--- config.mk ---
export PLATFORM = sky130hd
export DESIGN_NAME = harmonic_spring_force_energy
export DESIGN_NICKNAME = d
export VERILOG_FILES = /design/src/hsfe_pkg.sv /design/src/hsfe_ctrl.sv /design/src/hsfe_dp.sv /design/src/harmonic_spring_force_energy.sv
export SDC_FILE = /design/constraint.sdc
export NUM_CORES = 2
export LEC_CHECK = 0
export BUFFER_PORTS_ARGS = -buffer_cell sky130_fd_sc_hd__buf_2
export CAP_MARGIN = 20
export CORE_ASPECT_RATIO = 1.4
export CORE_UTILIZATION = 56
export DETAILED_ROUTE_END_ITERATION = 8
export PLACE_DENSITY_LB_ADDON = 0.12
export REMOVE_ABC_BUFFERS = 1
export SKIP_CTS_REPAIR_TIMING = 1
export SLEW_MARGIN = 20
export SYNTH_ARGS = -nofsm -noshare
export SYNTH_HDL_FRONTEND = slang
export SYNTH_SLANG_ARGS = --single-unit
export TNS_END_PERCENT = 5
--- constraint.sdc ---
create_clock -name clk_i -period 9.8 [get_ports clk_i]
set_clock_uncertainty 0.2 [all_clocks]
set_input_delay 0.49 -clock clk_i [delete_from_list [all_inputs] [get_ports clk_i]]
set_output_delay 0.49 -clock clk_i [all_outputs]
set_load 0.01 [all_outputs]
--- src/hsfe_pkg.sv ---
`timescale 1ns / 1ps
// ----------------------------------------------------------------------------
// hsfe_pkg
// Shared widths, types and constants for the harmonic spring force block.
// ----------------------------------------------------------------------------
package hsfe_pkg;

  localparam int FRAC_BITS_DEF  = 16;
  localparam int INDEX_BITS_DEF = 16;

  localparam int COORD_W  = 32;
  localparam int K_W      = 32;
  localparam int R_W      = 31;
  localparam int IDX_W    = 16;
  localparam int FORCE_W  = 48;
  localparam int ENERGY_W = 63;

  localparam int DM_W  = COORD_W + 1;   // magnitude of a coordinate difference
  localparam int LEN_W = 34;            // floor(sqrt(d2))
  localparam int D2_W  = 66;            // dx^2+dy^2+dz^2
  localparam int MA_W  = 68;            // multiplicand
  localparam int MB_W  = 34;            // multiplier, consumed one bit a cycle
  localparam int MP_W  = MA_W + MB_W;   // product

  localparam int IN_DATA_W  = 272;
  localparam int OUT_DATA_W = 224;

  typedef enum logic [3:0] {
    MS_DX, MS_DY, MS_DZ, MS_KD, MS_DD, MS_EK, MS_NX, MS_NY, MS_NZ
  } mul_sel_e;

  typedef struct packed {
    logic     load;
    logic     mul_start;
    mul_sel_e mul_sel;
    logic     sqrt_start;
    logic     div_start;
    logic [1:0] comp;
    logic     finish;
  } cmd_t;

  typedef struct packed {
    logic mul_done;
    logic sqrt_done;
    logic div_done;
    logic out_busy;
  } sts_t;

endpackage

--- src/hsfe_ctrl.sv ---
`timescale 1ns / 1ps
// ----------------------------------------------------------------------------
// hsfe_ctrl
// Sequencer: runs multiplies, square root and divides for one item.
// ----------------------------------------------------------------------------
module hsfe_ctrl (
  input  logic              clk_i,
  input  logic              rst_ni,
  input  logic              s_tvalid_i,
  output logic              s_tready_o,
  input  hsfe_pkg::sts_t    sts_i,
  output hsfe_pkg::cmd_t    cmd_o
);

  typedef enum logic [2:0] {S_IDLE, S_MUL, S_SQRT, S_DIV, S_OUT} state_e;

  state_e             state_q;
  hsfe_pkg::mul_sel_e sel_q;
  logic [1:0]         comp_q;
  logic               mul_start_q, sqrt_start_q, div_start_q;

  assign s_tready_o        = (state_q == S_IDLE);
  assign cmd_o.load        = s_tvalid_i && (state_q == S_IDLE);
  assign cmd_o.mul_start   = mul_start_q;
  assign cmd_o.mul_sel     = sel_q;
  assign cmd_o.sqrt_start  = sqrt_start_q;
  assign cmd_o.div_start   = div_start_q;
  assign cmd_o.comp        = comp_q;
  assign cmd_o.finish      = (state_q == S_OUT) && !sts_i.out_busy;

  always_ff @(posedge clk_i or negedge rst_ni) begin
    if (!rst_ni) begin
      state_q      <= S_IDLE;
      sel_q        <= hsfe_pkg::MS_DX;
      comp_q       <= 2'd0;
      mul_start_q  <= 1'b0;
      sqrt_start_q <= 1'b0;
      div_start_q  <= 1'b0;
    end else begin
      mul_start_q  <= 1'b0;
      sqrt_start_q <= 1'b0;
      div_start_q  <= 1'b0;
      case (state_q)
        S_IDLE: begin
          if (s_tvalid_i) begin
            state_q     <= S_MUL;
            sel_q       <= hsfe_pkg::MS_DX;
            mul_start_q <= 1'b1;
          end
        end
        S_MUL: begin
          if (sts_i.mul_done) begin
            case (sel_q)
              hsfe_pkg::MS_DX: begin
                sel_q <= hsfe_pkg::MS_DY; mul_start_q <= 1'b1;
              end
              hsfe_pkg::MS_DY: begin
                sel_q <= hsfe_pkg::MS_DZ; mul_start_q <= 1'b1;
              end
              hsfe_pkg::MS_DZ: begin
                state_q <= S_SQRT; sqrt_start_q <= 1'b1;
              end
              hsfe_pkg::MS_KD: begin
                sel_q <= hsfe_pkg::MS_DD; mul_start_q <= 1'b1;
              end
              hsfe_pkg::MS_DD: begin
                sel_q <= hsfe_pkg::MS_EK; mul_start_q <= 1'b1;
              end
              hsfe_pkg::MS_EK: begin
                sel_q <= hsfe_pkg::MS_NX; comp_q <= 2'd0; mul_start_q <= 1'b1;
              end
              default: begin
                state_q <= S_DIV; div_start_q <= 1'b1;
              end
            endcase
          end
        end
        S_SQRT: begin
          if (sts_i.sqrt_done) begin
            state_q     <= S_MUL;
            sel_q       <= hsfe_pkg::MS_KD;
            mul_start_q <= 1'b1;
          end
        end
        S_DIV: begin
          if (sts_i.div_done) begin
            if (comp_q == 2'd2) begin
              state_q <= S_OUT;
            end else begin
              state_q     <= S_MUL;
              sel_q       <= (comp_q == 2'd0) ? hsfe_pkg::MS_NY : hsfe_pkg::MS_NZ;
              comp_q      <= comp_q + 2'd1;
              mul_start_q <= 1'b1;
            end
          end
        end
        S_OUT: begin
          if (!sts_i.out_busy) state_q <= S_IDLE;
        end
        default: state_q <= S_IDLE;
      endcase
    end
  end

endmodule

--- src/hsfe_dp.sv ---
`timescale 1ns / 1ps
// ----------------------------------------------------------------------------
// hsfe_dp
// Datapath: shift-add multiplier, digit sqrt, restoring divider, energy sum.
// ----------------------------------------------------------------------------
module hsfe_dp #(
  parameter int FRAC_BITS  = hsfe_pkg::FRAC_BITS_DEF,
  parameter int INDEX_BITS = hsfe_pkg::INDEX_BITS_DEF
) (
  input  logic                              clk_i,
  input  logic                              rst_ni,
  input  hsfe_pkg::cmd_t                    cmd_i,
  output hsfe_pkg::sts_t                    sts_o,
  input  logic [2:0][hsfe_pkg::COORD_W-1:0] anchor_i,
  input  logic [2:0][hsfe_pkg::COORD_W-1:0] bead_i,
  input  logic [hsfe_pkg::K_W-1:0]          stiffness_i,
  input  logic [hsfe_pkg::R_W-1:0]          rest_length_i,
  input  logic [hsfe_pkg::IDX_W-1:0]        bead_index_i,
  input  logic                              last_i,
  input  logic                              m_tready_i,
  output logic                              m_tvalid_o,
  output logic [2:0][hsfe_pkg::FORCE_W-1:0] force_o,
  output logic [hsfe_pkg::IDX_W-1:0]        target_index_o,
  output logic [hsfe_pkg::ENERGY_W-1:0]     energy_total_o,
  output logic                              zero_distance_o,
  output logic                              batch_end_o
);

  localparam int DM_W  = hsfe_pkg::DM_W;
  localparam int LEN_W = hsfe_pkg::LEN_W;
  localparam int D2_W  = hsfe_pkg::D2_W;
  localparam int MA_W  = hsfe_pkg::MA_W;
  localparam int MB_W  = hsfe_pkg::MB_W;
  localparam int MP_W  = hsfe_pkg::MP_W;
  localparam int FW    = hsfe_pkg::FORCE_W;
  localparam int EW    = hsfe_pkg::ENERGY_W;
  localparam int SR_W  = LEN_W + 3;
  localparam int RAD_W = 2 * LEN_W;
  localparam int DV_W  = LEN_W + FRAC_BITS;
  localparam int E_SH  = 2 * FRAC_BITS + 1;
  localparam int MC_W  = $clog2(MB_W);
  localparam int DC_W  = $clog2(MP_W);
  localparam int KEEP  = (INDEX_BITS < hsfe_pkg::IDX_W) ? INDEX_BITS : hsfe_pkg::IDX_W;
  localparam logic [hsfe_pkg::IDX_W-1:0] IDX_MASK =
    hsfe_pkg::IDX_W'((64'd1 << KEEP) - 64'd1);
  localparam logic [FW-1:0] POS_MAX = {1'b0, {(FW-1){1'b1}}};
  localparam logic [FW-1:0] NEG_MAG = {1'b1, {(FW-1){1'b0}}};
  localparam logic [EW-1:0] E_MAX   = {EW{1'b1}};

  // captured item
  logic [2:0][hsfe_pkg::COORD_W-1:0] a_q, b_q;
  logic [hsfe_pkg::K_W-1:0]   k_q;
  logic [hsfe_pkg::R_W-1:0]   r_q;
  logic [hsfe_pkg::IDX_W-1:0] idx_q;
  logic                       last_q;

  always_ff @(posedge clk_i) begin
    if (cmd_i.load) begin
      a_q <= anchor_i; b_q <= bead_i; k_q <= stiffness_i;
      r_q <= rest_length_i; idx_q <= bead_index_i; last_q <= last_i;
    end
  end

  // coordinate differences
  logic [2:0][DM_W-1:0] ds, dm;
  logic [2:0]           neg_d, nz_d;
  always_comb begin
    for (int i = 0; i < 3; i++) begin
      ds[i]    = {a_q[i][hsfe_pkg::COORD_W-1], a_q[i]} - {b_q[i][hsfe_pkg::COORD_W-1], b_q[i]};
      neg_d[i] = ds[i][DM_W-1];
      nz_d[i]  = |ds[i];
      dm[i]    = neg_d[i] ? (~ds[i] + DM_W'(1)) : ds[i];
    end
  end

  logic [LEN_W-1:0] len;
  logic [LEN_W+1:0] diff;
  logic             neg_diff;
  logic [LEN_W-1:0] dmg;
  assign diff     = {2'b00, len} - (LEN_W+2)'(r_q);
  assign neg_diff = diff[LEN_W+1];
  assign dmg      = neg_diff ? LEN_W'(~diff + (LEN_W+2)'(1)) : diff[LEN_W-1:0];

  // ---- shift-add multiplier, one multiplier bit a cycle, MSB first
  logic [D2_W-1:0] d2_q, kd_q;
  logic [MA_W-1:0] dd_q;
  logic [MP_W-1:0] ek_q, num_q;
  logic [MA_W-1:0] op_a, ma_q;
  logic [MB_W-1:0] op_b, mb_q;
  logic [MP_W-1:0] mp_q;
  logic [MC_W-1:0] mcnt_q;
  logic            mbusy_q, mdone_q;

  always_comb begin
    case (cmd_i.mul_sel)
      hsfe_pkg::MS_DX: begin op_a = MA_W'(dm[0]); op_b = MB_W'(dm[0]); end
      hsfe_pkg::MS_DY: begin op_a = MA_W'(dm[1]); op_b = MB_W'(dm[1]); end
      hsfe_pkg::MS_DZ: begin op_a = MA_W'(dm[2]); op_b = MB_W'(dm[2]); end
      hsfe_pkg::MS_KD: begin op_a = MA_W'(k_q);   op_b = MB_W'(dmg);   end
      hsfe_pkg::MS_DD: begin op_a = MA_W'(dmg);   op_b = MB_W'(dmg);   end
      hsfe_pkg::MS_EK: begin op_a = dd_q;         op_b = MB_W'(k_q);   end
      hsfe_pkg::MS_NX: begin op_a = MA_W'(kd_q);  op_b = MB_W'(dm[0]); end
      hsfe_pkg::MS_NY: begin op_a = MA_W'(kd_q);  op_b = MB_W'(dm[1]); end
      hsfe_pkg::MS_NZ: begin op_a = MA_W'(kd_q);  op_b = MB_W'(dm[2]); end
      default:         begin op_a = '0;           op_b = '0;           end
    endcase
  end

  always_ff @(posedge clk_i or negedge rst_ni) begin
    if (!rst_ni) begin
      mbusy_q <= 1'b0; mdone_q <= 1'b0; mcnt_q <= '0;
      ma_q <= '0; mb_q <= '0; mp_q <= '0;
    end else begin
      mdone_q <= 1'b0;
      if (cmd_i.mul_start) begin
        ma_q <= op_a; mb_q <= op_b; mp_q <= '0; mcnt_q <= '0; mbusy_q <= 1'b1;
      end else if (mbusy_q) begin
        mp_q   <= {mp_q[MP_W-2:0], 1'b0} + (mb_q[MB_W-1] ? MP_W'(ma_q) : '0);
        mb_q   <= {mb_q[MB_W-2:0], 1'b0};
        mcnt_q <= mcnt_q + MC_W'(1);
        if (mcnt_q == MC_W'(MB_W - 1)) begin
          mbusy_q <= 1'b0; mdone_q <= 1'b1;
        end
      end
    end
  end

  always_ff @(posedge clk_i) begin
    if (mdone_q) begin
      case (cmd_i.mul_sel)
        hsfe_pkg::MS_DX: d2_q <= mp_q[D2_W-1:0];
        hsfe_pkg::MS_DY,
        hsfe_pkg::MS_DZ: d2_q <= d2_q + mp_q[D2_W-1:0];
        hsfe_pkg::MS_KD: kd_q <= mp_q[D2_W-1:0];
        hsfe_pkg::MS_DD: dd_q <= mp_q[MA_W-1:0];
        hsfe_pkg::MS_EK: ek_q <= mp_q;
        default:         num_q <= mp_q;
      endcase
    end
  end

  // ---- digit-by-digit square root, two radicand bits a cycle
  logic [RAD_W-1:0] rad_q;
  logic [SR_W-1:0]  srem_q, srem_sh, strial;
  logic [LEN_W-1:0] root_q;
  logic [MC_W-1:0]  scnt_q;
  logic             sbusy_q, sdone_q;

  assign len     = root_q;
  assign srem_sh = {srem_q[SR_W-3:0], rad_q[RAD_W-1:RAD_W-2]};
  assign strial  = {1'b0, root_q, 2'b01};

  always_ff @(posedge clk_i or negedge rst_ni) begin
    if (!rst_ni) begin
      sbusy_q <= 1'b0; sdone_q <= 1'b0; scnt_q <= '0;
      rad_q <= '0; srem_q <= '0; root_q <= '0;
    end else begin
      sdone_q <= 1'b0;
      if (cmd_i.sqrt_start) begin
        rad_q <= RAD_W'(d2_q); srem_q <= '0; root_q <= '0;
        scnt_q <= '0; sbusy_q <= 1'b1;
      end else if (sbusy_q) begin
        rad_q <= {rad_q[RAD_W-3:0], 2'b00};
        if (srem_sh >= strial) begin
          srem_q <= srem_sh - strial; root_q <= {root_q[LEN_W-2:0], 1'b1};
        end else begin
          srem_q <= srem_sh;          root_q <= {root_q[LEN_W-2:0], 1'b0};
        end
        scnt_q <= scnt_q + MC_W'(1);
        if (scnt_q == MC_W'(LEN_W - 1)) begin
          sbusy_q <= 1'b0; sdone_q <= 1'b1;
        end
      end
    end
  end

  // ---- restoring divider by L * 2^FRAC_BITS, one quotient bit a cycle
  logic [DV_W-1:0] dv;
  logic [DV_W:0]   dr_q, dr_sh;
  logic [MP_W-1:0] dn_q;
  logic [DC_W-1:0] dcnt_q;
  logic            dbusy_q, ddone_q, qbit;

  assign dv    = DV_W'(len) << FRAC_BITS;
  assign dr_sh = {dr_q[DV_W-1:0], dn_q[MP_W-1]};
  assign qbit  = (dr_sh >= {1'b0, dv});

  always_ff @(posedge clk_i or negedge rst_ni) begin
    if (!rst_ni) begin
      dbusy_q <= 1'b0; ddone_q <= 1'b0; dcnt_q <= '0; dr_q <= '0; dn_q <= '0;
    end else begin
      ddone_q <= 1'b0;
      if (cmd_i.div_start) begin
        dn_q <= num_q; dr_q <= '0; dcnt_q <= '0; dbusy_q <= 1'b1;
      end else if (dbusy_q) begin
        dr_q   <= qbit ? (dr_sh - {1'b0, dv}) : dr_sh;
        dn_q   <= {dn_q[MP_W-2:0], qbit};
        dcnt_q <= dcnt_q + DC_W'(1);
        if (dcnt_q == DC_W'(MP_W - 1)) begin
          dbusy_q <= 1'b0; ddone_q <= 1'b1;
        end
      end
    end
  end

  // signed, saturated force component from the quotient
  logic          fneg, fgate;
  logic [FW-1:0] flim, fmag, fval;
  logic [2:0][FW-1:0] f_q;
  always_comb begin
    fneg  = neg_diff ^ neg_d[cmd_i.comp];
    flim  = fneg ? NEG_MAG : POS_MAX;
    fmag  = ((|dn_q[MP_W-1:FW]) || (dn_q[FW-1:0] > flim)) ? flim : dn_q[FW-1:0];
    fval  = fneg ? (~fmag + FW'(1)) : fmag;
    fgate = (|len) && (|dmg) && nz_d[cmd_i.comp];
  end

  always_ff @(posedge clk_i) begin
    if (ddone_q) f_q[cmd_i.comp] <= fgate ? fval : '0;
  end

  // energy term and running sum
  logic [MP_W-1:0] esh;
  logic [EW-1:0]   eterm, esum_q, enew;
  logic [EW:0]     eadd;
  logic            ovalid_q;
  assign esh   = ek_q >> E_SH;
  assign eterm = (|esh[MP_W-1:EW]) ? E_MAX : esh[EW-1:0];
  assign eadd  = {1'b0, esum_q} + {1'b0, eterm};
  assign enew  = eadd[EW] ? E_MAX : eadd[EW-1:0];

  always_ff @(posedge clk_i or negedge rst_ni) begin
    if (!rst_ni) begin
      esum_q   <= '0;
      ovalid_q <= 1'b0;
    end else begin
      if (cmd_i.finish) begin
        esum_q   <= last_q ? '0 : enew;
        ovalid_q <= 1'b1;
      end else if (ovalid_q && m_tready_i) begin
        ovalid_q <= 1'b0;
      end
    end
  end

  always_ff @(posedge clk_i) begin
    if (cmd_i.finish) begin
      force_o         <= f_q;
      target_index_o  <= idx_q & IDX_MASK;
      energy_total_o  <= enew;
      zero_distance_o <= ~(|len);
      batch_end_o     <= last_q;
    end
  end

  assign m_tvalid_o      = ovalid_q;
  assign sts_o.mul_done  = mdone_q;
  assign sts_o.sqrt_done = sdone_q;
  assign sts_o.div_done  = ddone_q;
  assign sts_o.out_busy  = ovalid_q && !m_tready_i;

endmodule

--- src/harmonic_spring_force_energy.sv ---
`timescale 1ns / 1ps
// ----------------------------------------------------------------------------
// harmonic_spring_force_energy
// Harmonic spring force on a bead plus running energy sum, Q16.16 in.
// ----------------------------------------------------------------------------
// One spring per input item, one result per item. Between acceptance and
// result an item runs nine products on a shared shift-add multiplier, a
// 34-step square root, three 102-step restoring divides and a load of the
// output register. Input is taken again as soon as the result is in the
// output register, so the next spring runs while that result waits; if it
// is still waiting when the next result is ready, the sequencer holds until
// it is taken. Energy sum is cleared after the item with tlast set.
// ----------------------------------------------------------------------------
module harmonic_spring_force_energy #(
  parameter int FRAC_BITS  = hsfe_pkg::FRAC_BITS_DEF,
  parameter int INDEX_BITS = hsfe_pkg::INDEX_BITS_DEF
) (
  input  logic                               clk_i,
  input  logic                               rst_ni,
  // anchor_x, anchor_y, anchor_z, bead_x, bead_y, bead_z, stiffness,
  // rest_length, bead_index, one pad bit
  input  logic [hsfe_pkg::IN_DATA_W-1:0]     s_tdata_i,
  input  logic                               s_tlast_i,   // last
  input  logic                               s_tvalid_i,
  output logic                               s_tready_o,
  // force_x, force_y, force_z, target_index, energy_total, one pad bit
  output logic [hsfe_pkg::OUT_DATA_W-1:0]    m_tdata_o,
  output logic                               m_tuser_o,   // zero_distance
  output logic                               m_tlast_o,   // batch_end
  output logic                               m_tvalid_o,
  input  logic                               m_tready_i
);

  hsfe_pkg::cmd_t cmd;
  hsfe_pkg::sts_t sts;

  logic [2:0][hsfe_pkg::COORD_W-1:0] anchor, bead;
  logic [2:0][hsfe_pkg::FORCE_W-1:0] force_v;
  logic [hsfe_pkg::IDX_W-1:0]        target_index;
  logic [hsfe_pkg::ENERGY_W-1:0]     energy_total;

  // unpack the input item
  assign anchor[0] = s_tdata_i[31:0];
  assign anchor[1] = s_tdata_i[63:32];
  assign anchor[2] = s_tdata_i[95:64];
  assign bead[0]   = s_tdata_i[127:96];
  assign bead[1]   = s_tdata_i[159:128];
  assign bead[2]   = s_tdata_i[191:160];

  hsfe_ctrl u_ctrl (
    .clk_i      (clk_i),
    .rst_ni     (rst_ni),
    .s_tvalid_i (s_tvalid_i),
    .s_tready_o (s_tready_o),
    .sts_i      (sts),
    .cmd_o      (cmd)
  );

  hsfe_dp #(
    .FRAC_BITS  (FRAC_BITS),
    .INDEX_BITS (INDEX_BITS)
  ) u_dp (
    .clk_i           (clk_i),
    .rst_ni          (rst_ni),
    .cmd_i           (cmd),
    .sts_o           (sts),
    .anchor_i        (anchor),
    .bead_i          (bead),
    .stiffness_i     (s_tdata_i[223:192]),
    .rest_length_i   (s_tdata_i[254:224]),
    .bead_index_i    (s_tdata_i[270:255]),
    .last_i          (s_tlast_i),
    .m_tready_i      (m_tready_i),
    .m_tvalid_o      (m_tvalid_o),
    .force_o         (force_v),
    .target_index_o  (target_index),
    .energy_total_o  (energy_total),
    .zero_distance_o (m_tuser_o),
    .batch_end_o     (m_tlast_o)
  );

  // pack the result item
  assign m_tdata_o = {1'b0, energy_total, target_index, force_v[2], force_v[1], force_v[0]};

endmodule

==> results.tsv <==
metric	value	unit
WS Path Type	flip-flop to flip-flop	
max-slew violation count	0	
CP max FO	61	
final instance area	101000	µm²
Worst path slowest cell	a32o_1	
Skew-Pair Late Insertion Delay	0.84	ns
Period Utilization, post-route	0.898	
H-tree Lvls	4	
met1 wire length	100000	µm
final routed DRC violation total	5	
initial DRC count	5011	
post-layout min period	8.80	ns
Min-Delay Path Class	primary input to flip-flop	
peak supply drop	0.192	mV
worst-case reg-to-reg path depth	33	
CTS tree	yes	
most common cell after layout, fill and taps aside	edfxtp_1	
LEAKAGE	42.6	nW
WHS Path Cells	3	
commonest cells after routing, fill and taps aside	1012 x edfxtp_1, 694 x nand2_1, 622 x nor2_1, 588 x dfrtp_1, 567 x o21ai_0	
GRT Total Usage	0.318	
nets	9733	
WL final	265000	µm
area delta synth->final	13.9	%
Setup TNS	0	ns
Critical R2R Capture	u_dp.f_q[44]	
PnR worst setup slack	0.995	ns
Slew headroom	0.133	
Syn Inst Count	8413	
Post-Synth XOR/XNOR Area	0.0480	
post-synthesis async set-or-reset flop share	0.370	
ys flop type	edfxtp_1	
mux share of post-synthesis cell area	0.0366	
Worst EP arrival	9.19	ns
total CTS buffers	155	
Compound-Gate Fraction of Synth Area	0.177	
number of port buffers	502	
Synth Area in Simple Gates	0.130	
CTS clk-pin slew, worst paths	0.07	ns
unrepaired setup endpoints after global routing	no	
CORE AREA	157000	µm²
initial antenna violation count	3	
die extent in x	339	µm
met2 routed WL	137000	µm
syn_area_per_cell	10.6	µm²
failing checks	design-rule violations	
first-pass GRT wire length	391000	µm
R2R setup slack	1.0	ns
Syn Std Cell Area	88800	µm²
synth top area cells	edfxtp_1 34%, dfrtp_1 17%, ha_1 6.4%	
sequential fraction of the synthesis area	0.509	
Area after DPL	93200	µm²
die height	473	µm
post-synthesis register bit count	1606	
PwrDens	216	nW/µm²
final hold violation count	0	
row cnt	172	
total number of vias	68466	
DPL Wire Length	190000	µm
status	finished with violations	
largest area contributor in the netlist	edfxtp_1	
die area	160000	µm²
Root Buffer	clkbuf_16	
Top Ports	505	
slowest stage delay, CP	0.52	ns
Worst setup SP type	flip-flop	
Least-Margin Pin Slew	1.29	ns
setup violators final	0	
Final Util	0.644	
WL per Instance	23.6	µm
pin count of the biggest net entering global routing	152	
worst-case clock buffer depth	3	
DR top layer	met4	
layout cell share with drive strength beyond 1	0.111	
post-synthesis adder-cell area fraction	0.0658	
post-placement worst setup slack	1.10	ns
Pwr Total	21.8	mW
wire length on met3	11800	µm
required time of the critical path	10.19	ns
Synth cell types	104	
vias in the first global route	66119	
launch point of the worst reg-to-reg path	u_dp.a_q[64]	
top-area cell type share of the netlist area	0.342	
Hold Path End	u_dp.m_tvalid_o	
Via density	6.10	
max cap viols	0	
Routed Antenna Nets	0	
CP endpoint kind	flip-flop	
gpl congestion	0.988	
Yosys warnings	0	
TritonRoute pass-1 iters	9	
EDFF count, synth	1012	
fmax	114	MHz
Initial Util	0.565	
main combinational cell family by area after synthesis	compound AO/OA/AOI/OAI gates	
CTS sink count	1606	
GR Overflow Total	0	
hold path start	m_tready_i	
[registers in the layout (all words and copies together) (netlist names), 35 cells and up]
register	count
u_dp.num_q	102
u_dp.force_o	144
u_dp.srem_q	35
u_dp.ma_q	68
u_dp.a_q	96
u_dp.esum_q	63
u_dp.d2_q	66
u_dp.rad_q	68
u_dp.b_q	96
u_dp.kd_q	66
u_dp.mp_q	102
u_dp.dd_q	68
u_dp.dr_q	50
u_dp.dn_q	102
u_dp.energy_total_o	63
u_dp.f_q	144
u_dp.ek_q	69
[worst max path at each step]
stage / end / slack, ns / start
2_1_floorplan: u_dp.f_q[138] / -3.90 / u_dp.len[0]
3_3_place_gp: u_dp.f_q[44] / 1.23 / u_dp.a_q[64]
3_5_place_dp: u_dp.f_q[44] / 1.10 / u_dp.a_q[64]
4_1_cts: u_dp.f_q[44] / 1.01 / u_dp.a_q[64]
5_1_grt: u_dp.f_q[44] / 0.41 / u_dp.a_q[64]
6_report: u_dp.f_q[44] / 1.0 / u_dp.a_q[64]
[stage by stage]
stage	instances	hold WS (ns)
after global routing	11213	0.0238
after global placement	10652	0.200
after CTS	10939	-0.484
after floorplan	7978	-0.00559
final	11216	0.0530
after detailed placement	10652	0.205
[critical path: cells and delay by family (launching register included)]
| kind | cells | cell delay [ns] |
|---|---|---|
| AO/OA/AOI/OAI | 17 | 4.25 |
| AND/OR/NAND/NOR | 8 | 1.89 |
| adder cells (fa/ha/maj) | 4 | 1.12 |
| buffers and inverters | 3 | 0.46 |
| flip-flops | 1 | 0.36 |
| XOR/XNOR | 1 | 0.26 |
[power by group]
part | switching, mW | internal [mW] | leakage, nW
clock network | 2.74 | 3.43 | 2.51
registers | 0.570 | 7.87 | 17.5
logic | 4.79 | 2.41 | 22.6
[synthesized netlist by cell type (64+ instances only)]
cell type  count
a21oi_1      536
or2_2         93
nand2b_1      71
nand3_1      154
o211ai_1      74
nor2b_1       69
inv_1        317
nor2_1       626
and3_1        86
o21a_1        74
a21o_1       265
clkbuf_1     391
o21ai_0      567
xor2_1       217
nor3_1       126
xnor2_1      268
and2_1       120
a22o_1        81
nand4_1      117
edfxtp_1    1012
mux2i_1      316
dfrtp_1      594
a31oi_1       71
ha_1         454
nor4_1        64
a211oi_1     135
nand2_1      695
[routing by layer]
| layer | track usage | up-vias |
|---|---|---|
| met5 | 0 | - |
| met4 | 0.184 | 0 |
| met3 | 0.0360 | 530 |
| met2 | 0.576 | 2076 |
| met1 | 0.360 | 33432 |
| li1 | - | 32428 |
[kinds of logic (layout without fill, tap and decap cells)]
kind of cell / count (synthesis) / count (layout)
compound gates: 2389 / 2389
xor+xnor: 486 / 486
fa+ha+maj: 462 / 462
buf+inv: 755 / 1466
flops: 1606 / 1606
mux: 323 / 323
other cells: 1 / 5
simple gates: 2391 / 2391
[cell type report]
class | instances | area, µm²
diodes | 4 | 10.0
inverters | 320 | 1210
fillers | 12420 | 56000
multi-input cells | 6052 | 40900
repair buffers | 859 | 5940
well taps | 2088 | 2610
clock inverters | 92 | 1090
clock buffers | 195 | 4150
flip-flops and latches | 1606 | 45300
(Power assumes the default switching activity.)
